--- src/rtl/sadtd_pkg.sv ---
// package for the 3x3 sad template distance block
// frame geometry, field widths, register indexes, shared types and the template helper
// no dependencies
`default_nettype none

package sadtd_pkg;

   localparam int LINE_WIDTH   = 640;
   localparam int FRAME_HEIGHT = 480;

   localparam int COL_W = $clog2(LINE_WIDTH);
   localparam int ROW_W = $clog2(FRAME_HEIGHT + 2);

   localparam int ADDR_W     = 6;
   localparam int DATA_W     = 64;
   localparam int WEIGHT_W   = 10;
   localparam int DIST_W     = 15;
   localparam int CELL_SUM_W = 10;
   localparam int CHAN_SUM_W = 12;
   localparam int PROD_W     = 22;
   localparam int TOTAL_W    = 24;
   localparam int TMPL_BYTES = 27;

   localparam logic [DIST_W-1:0] DIST_MAX = '1;
   localparam logic [TOTAL_W-1:0] ROUND_HALF = TOTAL_W'(128);

   typedef logic [2:0] reg_index_type;
   localparam reg_index_type REG_TMPL0  = 3'd0;
   localparam reg_index_type REG_TMPL1  = 3'd1;
   localparam reg_index_type REG_TMPL2  = 3'd2;
   localparam reg_index_type REG_TMPL3  = 3'd3;
   localparam reg_index_type REG_WBLUE  = 3'd4;
   localparam reg_index_type REG_WGREEN = 3'd5;
   localparam reg_index_type REG_WRED   = 3'd6;

   localparam logic [WEIGHT_W-1:0] WBLUE_RESET  = WEIGHT_W'(256);
   localparam logic [WEIGHT_W-1:0] WGREEN_RESET = WEIGHT_W'(307);
   localparam logic [WEIGHT_W-1:0] WRED_RESET   = WEIGHT_W'(205);

   // blue in the low byte
   typedef logic [23:0] pixel_type;
   typedef logic [8*TMPL_BYTES-1:0] template_type;
   typedef logic [WEIGHT_W-1:0] weight_type;

   // one window column, top is the oldest row
   typedef struct packed {
      pixel_type top;
      pixel_type mid;
      pixel_type bot;
   } column_type;

   typedef struct packed {
      logic [CELL_SUM_W-1:0] blue;
      logic [CELL_SUM_W-1:0] green;
      logic [CELL_SUM_W-1:0] red;
   } cell_sum_type;

   typedef struct packed {
      logic valid;
      logic mask_first;
      logic mask_last;
      logic last;
   } win_ctrl_type;

   // template column j as a window column, byte (row*3+col)*3+channel
   function automatic column_type tmpl_column(input template_type t, input int j);
      column_type c;
      c.top = {t[((0*3+j)*3+2)*8 +: 8], t[((0*3+j)*3+1)*8 +: 8], t[((0*3+j)*3)*8 +: 8]};
      c.mid = {t[((1*3+j)*3+2)*8 +: 8], t[((1*3+j)*3+1)*8 +: 8], t[((1*3+j)*3)*8 +: 8]};
      c.bot = {t[((2*3+j)*3+2)*8 +: 8], t[((2*3+j)*3+1)*8 +: 8], t[((2*3+j)*3)*8 +: 8]};
      return c;
   endfunction

endpackage

`default_nettype wire

--- src/rtl/sadtd_score.sv ---
// scoring pipeline: channel sums, weighting, rounding and running min/max
// three stages with per-stage hand-off, the third being the output register; uses sadtd_pkg
`default_nettype none

module sadtd_score (
   input  wire logic                          clock,
   input  wire logic                          reset,
   input  sadtd_pkg::win_ctrl_type            in_ctrl,
   input  sadtd_pkg::cell_sum_type            sums0,
   input  sadtd_pkg::cell_sum_type            sums1,
   input  sadtd_pkg::cell_sum_type            sums2,
   input  sadtd_pkg::weight_type              wt_blue,
   input  sadtd_pkg::weight_type              wt_green,
   input  sadtd_pkg::weight_type              wt_red,
   output logic                               in_ready,
   output logic                               rsp_valid,
   input  wire logic                          rsp_stall,
   output logic      [sadtd_pkg::DIST_W-1:0]  rsp_distance,
   output logic      [sadtd_pkg::DIST_W-1:0]  rsp_frame_min,
   output logic      [sadtd_pkg::DIST_W-1:0]  rsp_frame_max,
   output logic                               rsp_last_of_frame
);
   import sadtd_pkg::*;

   logic                  s1_valid_ff, s1_valid_in, s1_last_ff;
   logic [CHAN_SUM_W-1:0] s1_b_ff, s1_g_ff, s1_r_ff;
   logic                  s2_valid_ff, s2_valid_in, s2_last_ff;
   logic [PROD_W-1:0]     s2_b_ff, s2_g_ff, s2_r_ff;
   logic                  s3_valid_ff, s3_valid_in, s3_last_ff;
   logic [DIST_W-1:0]     s3_dist_ff, s3_min_ff, s3_max_ff;
   logic [DIST_W-1:0]     min_ff, min_in, max_ff, max_in;

   logic s1_ready, s2_ready, s3_ready, load1, load2, load3;
   logic [TOTAL_W-1:0] total;
   logic [DIST_W:0]    dist_wide;
   logic [DIST_W-1:0]  cur_dist, new_min, new_max;

   assign s3_ready = !s3_valid_ff || !rsp_stall;
   assign s2_ready = !s2_valid_ff || s3_ready;
   assign s1_ready = !s1_valid_ff || s2_ready;
   assign in_ready = s1_ready;

   assign load1 = in_ctrl.valid && s1_ready;
   assign load2 = s1_valid_ff && s2_ready;
   assign load3 = s2_valid_ff && s3_ready;

   assign s1_valid_in = load1 ? 1'b1 : (s2_ready ? 1'b0 : s1_valid_ff);
   assign s2_valid_in = load2 ? 1'b1 : (s3_ready ? 1'b0 : s2_valid_ff);
   assign s3_valid_in = load3 ? 1'b1 : (!rsp_stall ? 1'b0 : s3_valid_ff);

   // weighted sum, rounded half up, then dropped to whole units
   assign total = TOTAL_W'(s2_b_ff) + TOTAL_W'(s2_g_ff) + TOTAL_W'(s2_r_ff) + ROUND_HALF;
   assign dist_wide = total[TOTAL_W-1:8];
   assign cur_dist  = dist_wide[DIST_W] ? DIST_MAX : dist_wide[DIST_W-1:0];
   assign new_min   = (cur_dist < min_ff) ? cur_dist : min_ff;
   assign new_max   = (cur_dist > max_ff) ? cur_dist : max_ff;

   always_comb begin
      min_in = min_ff;
      max_in = max_ff;
      if (load3) begin
         min_in = s2_last_ff ? DIST_MAX : new_min;
         max_in = s2_last_ff ? '0 : new_max;
      end
   end

   always_ff @(posedge clock) begin
      if (reset) begin
         s1_valid_ff <= 1'b0;
         s2_valid_ff <= 1'b0;
         s3_valid_ff <= 1'b0;
         min_ff      <= DIST_MAX;
         max_ff      <= '0;
      end else begin
         s1_valid_ff <= s1_valid_in;
         s2_valid_ff <= s2_valid_in;
         s3_valid_ff <= s3_valid_in;
         min_ff      <= min_in;
         max_ff      <= max_in;
      end
   end

   always_ff @(posedge clock) begin
      if (load1) begin
         s1_b_ff    <= CHAN_SUM_W'(sums0.blue)  + CHAN_SUM_W'(sums1.blue)  + CHAN_SUM_W'(sums2.blue);
         s1_g_ff    <= CHAN_SUM_W'(sums0.green) + CHAN_SUM_W'(sums1.green) + CHAN_SUM_W'(sums2.green);
         s1_r_ff    <= CHAN_SUM_W'(sums0.red)   + CHAN_SUM_W'(sums1.red)   + CHAN_SUM_W'(sums2.red);
         s1_last_ff <= in_ctrl.last;
      end
      if (load2) begin
         s2_b_ff    <= PROD_W'(wt_blue)  * PROD_W'(s1_b_ff);
         s2_g_ff    <= PROD_W'(wt_green) * PROD_W'(s1_g_ff);
         s2_r_ff    <= PROD_W'(wt_red)   * PROD_W'(s1_r_ff);
         s2_last_ff <= s1_last_ff;
      end
      if (load3) begin
         s3_dist_ff <= cur_dist;
         s3_min_ff  <= new_min;
         s3_max_ff  <= new_max;
         s3_last_ff <= s2_last_ff;
      end
   end

   assign rsp_valid         = s3_valid_ff;
   assign rsp_distance      = s3_dist_ff;
   assign rsp_frame_min     = s3_min_ff;
   assign rsp_frame_max     = s3_max_ff;
   assign rsp_last_of_frame = s3_last_ff;

endmodule

`default_nettype wire

--- config.mk ---
export PLATFORM = sky130hd
export DESIGN_NAME = sadtd_score
export DESIGN_NICKNAME = d
export VERILOG_FILES = /design/src/rtl/sadtd_pkg.sv /design/src/rtl/sadtd_score.sv
export SDC_FILE = /design/constraint.sdc
export NUM_CORES = 1
export LEC_CHECK = 0
export BUFFER_PORTS_ARGS = -buffer_cell sky130_fd_sc_hd__buf_2
export CORE_AREA = 2 2 186 188
export DETAILED_ROUTE_END_ITERATION = 8
export DIE_AREA = 0 0 188 190
export HOLD_SLACK_MARGIN = 0.1
export PLACE_DENSITY = 0.95
export SLEW_MARGIN = 20
export SYNTH_ARGS = -nofsm -noshare
export SYNTH_HDL_FRONTEND = slang
export SYNTH_SLANG_ARGS = --single-unit
--- constraint.sdc ---
create_clock -name clock -period 16.5 [get_ports clock]
set_clock_uncertainty 0.05 [all_clocks]
set_input_delay 3.3 -clock clock [delete_from_list [all_inputs] [get_ports clock]]
set_output_delay 3.3 -clock clock [all_outputs]
set_load 0.1 [all_outputs]
Word-level counts from Yosys, hierarchy flattened
Cells that the tools add are included.
- output and inout port bits: 48
- logic and storage cells: 55
- input bits: 127
- register bits after elaboration: 183
- multipliers: 3
- $add $sub $neg: 9
- equality and inequality tests: 1
- muxes and demuxes: 11
- reductions and logical operators: 12
- order comparisons: 2
- operators with widths (cell ; count):
    15-bit 2-to-1 mux ; 5
    10-bit by 12-bit multiplier with 22-bit output ; 3
    11-bit by 10-bit adder with 12-bit output ; 3
    10-bit by 10-bit adder with 11-bit output ; 3
    23-bit by 22-bit adder with 24-bit output ; 1
    24-bit by 8-bit adder with 24-bit output, second input constant ; 1
    22-bit by 22-bit adder with 23-bit output ; 1
    15-bit > comparator ; 1
    15-bit less-than comparator ; 1
    1-bit 2-to-1 mux ; 6
    1-bit zero test ; 4
    2-bit nonzero test ; 2
    1-bit logical AND ; 3
    1-bit logical OR ; 3
    2-bit by 1-bit != test with 1-bit output, second input constant ; 1

Logic depth before layout (Yosys ltp)
Gate-level depths: netlist (run 1).
- word-level depth: 7
- mapped depth: 26
- gate-level depth less buffers: 24

Worst setup path after synthesis (run 1)
OpenSTA, ideal clock, no wires.
- path kind: in2reg
- start: input wt_red[1]
- end: register s2_r_ff[21] (data pin)
- buffers on the path: 1
- data required time: 16190 ps
- setup time: 260 ps
- arrival: 8202 ps
- stages: 20
- slack: 7988 ps
- cell sequence: clkbuf_1 nand2_1 fa_1 inv_1 fa_1 inv_1 fa_1 inv_1 fa_1 fa_1 ha_1 a21o_1 a21oi_1 nor3b_1 o21ai_0 a41oi_1 a21oi_1 a211o_1 a21oi_1 xnor2_1
- cells in the longest elaborated chain, start to end: 1
- ends and longest elaborated chain (item ; RTL line ; source):
    start: declaration ; sadtd_score.sv:14 ; input sadtd_pkg::weight_type wt_red,
    10-bit by 12-bit multiplier with 22-bit output ; sadtd_score.sv:93 ; s2_r_ff <= PROD_W'(wt_red) * PROD_W'(s1_r_ff);
    end signal: assignment ; sadtd_score.sv:93 ;
    end: declaration ; sadtd_score.sv:28 ; logic [PROD_W-1:0] s2_b_ff, s2_g_ff, s2_r_ff;
No other way between the ends.
A chain may end at the register's enable or synchronous reset.

Final worst setup path (run 1)
Ends and elaborated chain as after synthesis.

==> results summary, run 1 <==
The flow ran to the end, and the final reports show no timing, DRC or antenna violations. The number of setup buffers added after CTS came out at 0. During synthesis, Yosys emitted a total of 0 warnings. Measured in cells, the most critical reg-to-reg path has a length of 23. Of the total synthesized cell area, the portion taken by full adders, half adders and majority gates is 0.423. The layout overhead on the synthesized area is 8.30%.

The total non-filler cell area in the finished layout is 23300 µm². The starting density of the core is 0.635. After floorplanning, the core was sized to cover 33900 µm². In this run the deepest clock path goes through 2 buffers. The origin of the worst min-delay path is s1_last_ff.

Yosys mapped a number of flops with a built-in enable equal to 150. Measured against its own limit, the worst slew margin works out to 0.215. In the global route stage, overall resource usage came out at 0.295. The first-pass iteration count of the detailed router came out at 8.

The die outline area came out at 35700 µm². The tree is rooted in a sky130_fd_sc_hd__clkbuf_16. The worst-case setup margin in the final layout is 7.54 ns.

The routed design could run at a clock period as short as 8.96 ns. The floorplan has 68 rows. The horizontal extent of the die came out at 188 µm.

The fraction of the mapped netlist area in compound gates came to 0.0788. Tracing the worst setup path back leads to its startpoint at wt_red[1]. The multiplexer area fraction after synthesis came out at 0.00708. The aggregate negative setup slack came out at 0 ns. For met1 alone, demand over resource in global routing was 0.325. The class of the most critical hold timing path is reg2reg.

The final count of hold timing violations is 0. The final routed DRC violation total came out at 0. The max-slew violation total from the final report is 0. The cell type with the highest occurrence count on the critical path is sky130_fd_sc_hd__fa_1.

The layer flagged by global routing as most heavily used is met2. The final layout contains 2953 nets. The wire length reported by the detailed router came out at 50.9 mm. The number of global-route vias before repair came out at 18000. The peak per-stage delay on the critical path came out at 0.58 ns. The synthesized flop and latch total came out at 183. The clock network latency to the later pin of the worst-skew pair is 0.46 ns. Traced cell by cell, the critical path runs through buf_2 -> nand2_1 -> fa_1 -> inv_1 -> fa_1 -> inv_1 -> fa_1 -> inv_1 -> fa_1 -> fa_1 -> ha_1 -> a21o_1 -> a21oi_1 -> nor3b_1 -> o21ai_0 -> a41oi_1 -> a21oi_1 -> a211o_1 -> a21oi_1 -> xnor2_1. In this run, CTS created clock tree buffers numbering 17. For this run, the leading register cell type out of synthesis is sky130_fd_sc_hd__edfxtp_1.

The ratio of cells with drive above 1 in the final layout is 0.106. The capture point of the worst reg-to-reg path is min_ff[8]. The async set-or-reset flop fraction in the synthesized netlist came out at 0. Setup repair after global routing left no endpoint under its margin. The largest fanout on the critical path is 12. Of the total synthesized cell area, the portion taken by XOR and XNOR cells is 0.0366.

The number of diodes is 0. The worst setup path is launched from an input port. The synthesized instance count is 2148. The synthesized netlist net count is 2831. The maximum level of the CTS H-tree is 4. OpenSTA, run right after detailed placement, puts the worst setup slack at 7.43 ns. The count of endpoints failing setup in the final report is 0.

The transition time of the tightest slew-check pin came out at 1.18 ns. The number of maximum-capacitance violations is 0. The per-instance average area after synthesis came out at 10.0 µm².

The last element of the critical path is s2_r_ff[21]. By area, the combinational part of the netlist is dominated by adder cells. The met2 track demand over resource in global routing came out at 0.537. The number of distinct standard cells referenced by the synthesized netlist came out at 62. After synthesis the cells add up to 21500 µm². The largest net degree at the start of global routing came out at 68. The die height is 190 µm. The final HPWL from detailed placement came out at 39.2 mm. TritonCTS built the clock tree.

The routed via count divided by cell count is 5.92. The critical path in this run is classified as in2reg. The startpoint identified for the worst register-to-register timing path is s2_r_ff[6]. The internal reg-to-reg setup slack is 9.98 ns. The wire length of the first global-routing pass came out at 84.3 mm.

The top-level I/O count came out at 175. The instance area after placement is 22700 µm². The initial antenna violation count is 0. Once detail routing completed, the nets flagged for antenna violations numbered 0. The critical path required time is 16.66 ns.

The average wire per cell in the routed design came out at 18.6 µm. STA classifies the critical path endpoint as a flip-flop. The portion of the clock cycle consumed by the worst path in the final layout came out at 0.543. In the global route stage, met3 resource usage came out at 0.0487. Port buffering added 172 buffers. The total grt overflow came out at 0.

Hold repair after CTS inserted 0 buffers. The number of sinks on the clock net came out at 183. Timing would allow up to 0.112 GHz. The starting DRC count in detailed routing is 1286. Of the total synthesized cell area, the portion taken by AND, OR, NAND and NOR gates is 0.128. The endpoint arrival time on the critical path is 9.12 ns.

After clock tree synthesis, the clock-pin slew on the worst setup and hold paths is 0.08 ns. The post-synthesis sequential area ratio is 0.240. For this block, the via count after detailed routing is 16200.

The number of gates given a new drive strength after cts came out at 0. The weighted congestion at the end of routability-driven global placement came out at 0.894. Among all stages on the critical path, the largest delay is contributed by sky130_fd_sc_hd__nor3b_1.
==> worst max-delay path, delay by kind of cell <==
kind	cells	cell delay, ns
adder cells (fa/ha/maj)	6	2.85
AND/OR/NAND/NOR	2	0.69
buffers and inverters	4	0.39
XOR/XNOR	1	0.09
AO/OA/AOI/OAI	7	1.79
==> flip-flops by register name (all words and copies together), names as in the netlist <==
signal,flops
s1_g_ff,12
s2_last_ff,1
s1_b_ff,12
rsp_frame_max,15
s1_r_ff,12
rsp_distance,15
s2_r_ff,22
rsp_frame_min,15
s1_valid_ff,1
s2_b_ff,22
s2_valid_ff,1
rsp_last_of_frame,1
max_ff,15
s1_last_ff,1
min_ff,15
s2_g_ff,22
rsp_valid,1
==> layout by cell type, fill, tap and decap left out, types with 4 or more instances in the layout <==
cell | Yosys | layout
sky130_fd_sc_hd__o21a_1 | 12 | 12
sky130_fd_sc_hd__and3_1 | 8 | 8
sky130_fd_sc_hd__inv_6 | 0 | 5
sky130_fd_sc_hd__buf_4 | 2 | 6
sky130_fd_sc_hd__a21oi_1 | 74 | 73
sky130_fd_sc_hd__mux2i_1 | 13 | 13
sky130_fd_sc_hd__xor2_1 | 26 | 26
sky130_fd_sc_hd__a31oi_1 | 5 | 5
sky130_fd_sc_hd__clkbuf_16 | 0 | 17
sky130_fd_sc_hd__nor3_1 | 15 | 14
sky130_fd_sc_hd__o31ai_1 | 4 | 4
sky130_fd_sc_hd__o21bai_1 | 9 | 9
sky130_fd_sc_hd__nand3_1 | 10 | 10
sky130_fd_sc_hd__nor2b_1 | 15 | 15
sky130_fd_sc_hd__nand2b_1 | 14 | 14
sky130_fd_sc_hd__a21boi_0 | 4 | 4
sky130_fd_sc_hd__a32oi_1 | 16 | 16
sky130_fd_sc_hd__and2_1 | 165 | 163
sky130_fd_sc_hd__fa_1 | 288 | 288
sky130_fd_sc_hd__or2_2 | 4 | 4
sky130_fd_sc_hd__ha_1 | 268 | 268
sky130_fd_sc_hd__inv_1 | 416 | 416
sky130_fd_sc_hd__o21ai_0 | 52 | 52
sky130_fd_sc_hd__buf_2 | 1 | 172
sky130_fd_sc_hd__dfxtp_1 | 33 | 33
sky130_fd_sc_hd__a22oi_2 | 10 | 10
sky130_fd_sc_hd__nand4_1 | 9 | 9
sky130_fd_sc_hd__nand2_1 | 261 | 261
sky130_fd_sc_hd__edfxtp_1 | 150 | 150
sky130_fd_sc_hd__a21o_1 | 29 | 29
sky130_fd_sc_hd__nor2_1 | 55 | 55
sky130_fd_sc_hd__xnor2_1 | 64 | 64
==> layer usage <==
metal	routed length, µm	vias up	part of all wire
met4	2960	0	0.058
met2	26500	983	0.52
met3	3830	299	0.075
met1	17600	7850	0.35
li1	-	7081	-
met5	0	-	0
==> Yosys cell counts (2+ instances only) <==
master | n | area, µm²
sky130_fd_sc_hd__inv_1 | 416 | 1560
sky130_fd_sc_hd__fa_1 | 288 | 5770
sky130_fd_sc_hd__ha_1 | 268 | 3350
sky130_fd_sc_hd__nand2_1 | 261 | 980
sky130_fd_sc_hd__and2_1 | 165 | 1030
sky130_fd_sc_hd__edfxtp_1 | 150 | 4500
sky130_fd_sc_hd__a21oi_1 | 74 | 370
sky130_fd_sc_hd__clkbuf_1 | 71 | 267
sky130_fd_sc_hd__xnor2_1 | 64 | 561
sky130_fd_sc_hd__nor2_1 | 55 | 206
sky130_fd_sc_hd__o21ai_0 | 52 | 260
sky130_fd_sc_hd__dfxtp_1 | 33 | 661
sky130_fd_sc_hd__a21o_1 | 29 | 218
sky130_fd_sc_hd__xor2_1 | 26 | 228
sky130_fd_sc_hd__a32oi_1 | 16 | 140
sky130_fd_sc_hd__nor2b_1 | 15 | 93.8
sky130_fd_sc_hd__nor3_1 | 15 | 75.1
sky130_fd_sc_hd__nand2b_1 | 14 | 87.6
sky130_fd_sc_hd__mux2i_1 | 13 | 130
sky130_fd_sc_hd__o21a_1 | 12 | 90.1
sky130_fd_sc_hd__a22oi_2 | 10 | 125
sky130_fd_sc_hd__nand3_1 | 10 | 50.1
sky130_fd_sc_hd__nand4_1 | 9 | 56.3
sky130_fd_sc_hd__o21bai_1 | 9 | 67.6
sky130_fd_sc_hd__and3_1 | 8 | 50.1
sky130_fd_sc_hd__a31oi_1 | 5 | 31.3
sky130_fd_sc_hd__a21boi_0 | 4 | 30.0
sky130_fd_sc_hd__o31ai_1 | 4 | 30.0
sky130_fd_sc_hd__or2_2 | 4 | 25.0
sky130_fd_sc_hd__a22oi_1 | 3 | 22.5
sky130_fd_sc_hd__a41oi_1 | 3 | 26.3
sky130_fd_sc_hd__nor4_1 | 3 | 18.8
sky130_fd_sc_hd__or3_1 | 3 | 18.8
sky130_fd_sc_hd__a211o_1 | 2 | 17.5
sky130_fd_sc_hd__and4_1 | 2 | 17.5
sky130_fd_sc_hd__buf_4 | 2 | 15.0
sky130_fd_sc_hd__mux2_2 | 2 | 22.5
sky130_fd_sc_hd__nor3b_1 | 2 | 15.0
sky130_fd_sc_hd__o31ai_4 | 2 | 42.5
sky130_fd_sc_hd__o41ai_1 | 2 | 17.5
==> through the flow <==
step / hold slack [ns] / util / cells
2_1_floorplan: 0.350 / - / 2148
3_3_place_gp: 0.358 / 0.670 / 2706
3_5_place_dp: 0.376 / 0.670 / 2706
4_1_cts: 0.392 / 0.687 / 2738
5_1_grt: 0.397 / 0.687 / 2738
6_report: 0.389 / 0.687 / 2738
==> final cells by class <==
class | instances | area, µm²
clock inverter | 12 | 140
inverter | 416 | 1560
sequential | 183 | 5160
fill | 2119 | 10600
timing repair buffer | 178 | 906
multi-input combinational | 1474 | 14500
clock buffer | 20 | 447
tap | 455 | 569
==> worst min path at each step <==
stage                       endpoint  cells past startpoint  slack, ns
final                     s2_last_ff                      0       0.39
after global routing      s2_last_ff                      0       0.40
after CTS                 s2_last_ff                      0       0.39
after detailed placement  s2_last_ff                      0       0.38
after global placement    s2_last_ff                      0       0.36
after floorplan           s2_last_ff                      0       0.35
==> cells by family after synthesis <==
logic type	Yosys count
AO/OA/AOI/OAI	243
XOR/XNOR	90
adder cells (fa/ha/maj)	556
buffers and inverters	491
flip-flops	183
multiplexers	15
AND/OR/NAND/NOR	570
Power of run 1 is left out: the tool's default activity adds up to more than one toggle a clock period on the data nets, which glitch-free logic cannot reach.
==> inputs of run 2 (changes only) <==
Settings changed: CORE_AREA 2 2 186 188 to 2 2 198 200, DIE_AREA 0 0 188 190 to 0 0 200 202, PLACE_DENSITY 0.95 to 0.9.
Clock period 16.5 ns to 7.3 ns, I/O delays scaled along.
==> run 2 against run 1 <==
Core utilization down 7.5 points; non-clock buffer count grew 4; routed wire length fell by 8.6%; critical path depth decreased by 2; sequential share of layout area decreased by 0.10 points; flip-flop and latch count unchanged; final cell count grew 2.4%; count of clock-buffer cells in the layout fell by 3; global-route usage down 5.0 points; register-to-register slack lost 8.8 ns; cell area grew 0.46%; worst hold slack got worse by 0.017 ns; largest cell class unchanged.
==> results summary, run 2 (synthesis results as in run 1) <==
The flow ran to the end, and the final reports show no timing, DRC or antenna violations. The horizontal extent of the die is 200 µm (+6.4%). The cell depth of the worst hold path came out at 0 (unchanged). The number of global-route vias before repair came out at 17000 (-5.6%). The routing layer with the top usage in global route is met2. The final routed DRC violation total is 0 (unchanged). The portion of the clock cycle consumed by the worst path in the final layout came out at 0.916. The number of CTS-inserted buffers was 17 (unchanged). The largest fanout on the critical path came out at 12 (unchanged). By startpoint and endpoint, the worst setup path is classified as in2reg. The most common library cell in the layout ignoring fill and taps is sky130_fd_sc_hd__inv_1. The endpoint arrival time on the critical path came out at 6.86 ns (-2.26 ns). The clock network latency to the later pin of the worst-skew pair is 0.46 ns (about the same). The ratio of cells with drive above 1 in the final layout is 0.108 (+0.00244).

The largest net degree at the start of global routing came to 68 (unchanged). The maximum level of the CTS H-tree is 4 (unchanged). The first-pass iteration count of the detailed router is 5 (-3). STA classifies the critical path endpoint as a flip-flop.

The final HPWL from detailed placement is 36.9 mm (-5.9%). The wire length of the first global-routing pass is 78.4 mm (-7.0%). The number of gates given a new drive strength after cts came to 0 (unchanged). The clock-pin slew on the worst setup and hold paths came out at 0.08 ns (about the same). The number of buffers on the longest clock path came out at 2 (unchanged). The transition time of the tightest slew-check pin came out at 1.05 ns (-0.122 ns). The number of I/O port buffers was 172 (unchanged).

The number of setup buffers added after CTS came out at 0 (unchanged). The top-level I/O count is 175 (unchanged). The depth of the worst register-to-register path came out at 17 (-26%). The aggregate negative setup slack came out at 0 ns (unchanged). The final net count came to 2957 (+0.14%). The combined global-route utilization of all metal layers is 0.245 (-0.0502). The wire length reported by the detailed router came out at 46.6 mm (-8.6%). The die outline area came to 40400 µm² (+13%). The clock root buffer master is sky130_fd_sc_hd__clkbuf_16. The slowest stage of the critical path is the sky130_fd_sc_hd__o41ai_1 cell. The cell type with the highest occurrence count on the critical path is sky130_fd_sc_hd__fa_1. The starting density of the core was 0.563 (-0.0719). The starting DRC count in detailed routing was 851 (-34%).

The critical path required time is 7.47 ns (-9.19 ns). The peak per-stage delay on the critical path is 0.65 ns (+0.07 ns). The clock tree from TritonCTS is yes.

The total non-filler cell area in the finished layout was 23400 µm² (+0.46%). The combined flip-flop and latch cell area is 5160 µm² (unchanged). The number of buffers added to fix hold violations after cts was 0 (unchanged). The highest clock rate is 0.150 GHz.

The number of diodes came out at 0 (unchanged). The count of fill cells added during filler insertion is 2804 (+32%). The number of placement rows came out at 72 (+5.9%). Setup repair after global routing left no endpoint under its margin. The global routing met1 resource utilization came out at 0.282 (-0.0437). The largest registers in the layout are s2_b_ff (22), s2_g_ff (22), s2_r_ff (22). The total number of vias came to 15400 (-4.9%). The total instance count after detailed placement came out at 2773 (+2.5%). The met3 layer usage reported by global route came out at 0.0474 (-0.00131). The total grt overflow is 0 (unchanged). The count of endpoints failing setup in the final report was 0 (unchanged). The area used by multi-input combinational logic is 14600 µm² (about the same). Traced cell by cell, the critical path runs through buf_2 -> nand2_1 -> fa_1 -> inv_1 -> fa_1 -> inv_1 -> fa_1 -> inv_1 -> fa_1 -> fa_1 -> ha_1 -> o41ai_1 -> o21ai_0 -> o41ai_1 -> o21ai_0 -> nor3_1 -> o21bai_1 -> xor2_1. The max-slew violation total from the final report is 0 (unchanged). The routed via count divided by cell count is 5.50 (-7.2%). The post-layout instance count excluding filler cells was 2805 (+2.4%). The relative slew slack was 0.297 (+0.0814). The final count of hold timing violations was 0 (unchanged).

The count of antenna-violating nets left after detailed routing came out at 0 (unchanged). The clock period minus worst slack is 6.69 ns. The met2 track demand over resource in global routing is 0.436 (-0.102).

The number of sinks on the clock net came to 183 (unchanged). The initial antenna violation count came out at 1 (+1). The number of maximum-capacitance violations came to 0 (unchanged). The area growth from synthesis to layout is 8.80%. The weighted congestion at the end of routability-driven global placement is 0.890 (-0.41%). The die height is 202 µm (+6.3%). The placeable core area came out at 38300 µm² (+13%). The path class of the tightest hold or removal check is reg2reg.

The average wire per cell in the routed design was 16.6 µm (-11%). The instance area after placement is 22800 µm² (+0.45%). The launching element type of the critical path is an input port. The library cells used most frequently in the layout, excluding fill and tap cells, are sky130_fd_sc_hd__inv_1 (416), sky130_fd_sc_hd__fa_1 (288), sky130_fd_sc_hd__ha_1 (268).
## run 2: changes by cell type in the layout (fill, tap and decap cells not counted), sizes merged
| cell | delta |
|---|---|
| buf | +4 |
| clkinv | +4 |
| clkbuf | -3 |
| inv | +3 |
| bufinv | -2 |
| clkinvlp | -2 |
## run 2: area by class of cell
type	count	area share
Multi-Input combinational cell	1474	0.621
Clock inverter	15	0.00662
Clock buffer	17	0.0181
Sequential cell	183	0.220
Timing Repair Buffer	182	0.0399
Inverter	416	0.0666
Tap cell	518	0.0276
## run 2: per-stage QoR
stage / setup WS, ns / utilization / hold slack, ns
floorplan: 0.628 / - / 0.350
global placement: 0.431 / 0.597 / 0.356
detailed placement: 0.243 / 0.597 / 0.369
CTS: 0.716 / 0.612 / 0.377
global route: 0.301 / 0.612 / 0.381
finish: 0.612 / 0.612 / 0.373
## run 2: final timing paths
kind / startpoint / slack, ns / endpoint
worst max register to register: s1_g_ff[8] / 1.21 / s2_g_ff[20]
worst min register to register: s1_last_ff / 0.37 / s2_last_ff
worst max-delay path: wt_green[1] / 0.61 / s2_g_ff[20]
worst min-delay path: s1_last_ff / 0.37 / s2_last_ff
## run 2: layer usage
metal | up-vias | wire length [µm]
li1 | 7092 | -
met1 | 7564 | 17800
met2 | 579 | 24000
met3 | 178 | 2780
met4 | 2 | 1880
met5 | - | 13
## run 2: critical path: cells and delay by family
kind            cells  cell delay [ns]
xor+xnor            1             0.14
simple gates        2             0.37
buf+inv             4             0.39
fa+ha+maj           6             2.77
compound gates      5             1.72
Power of run 2 is left out for the same reason.
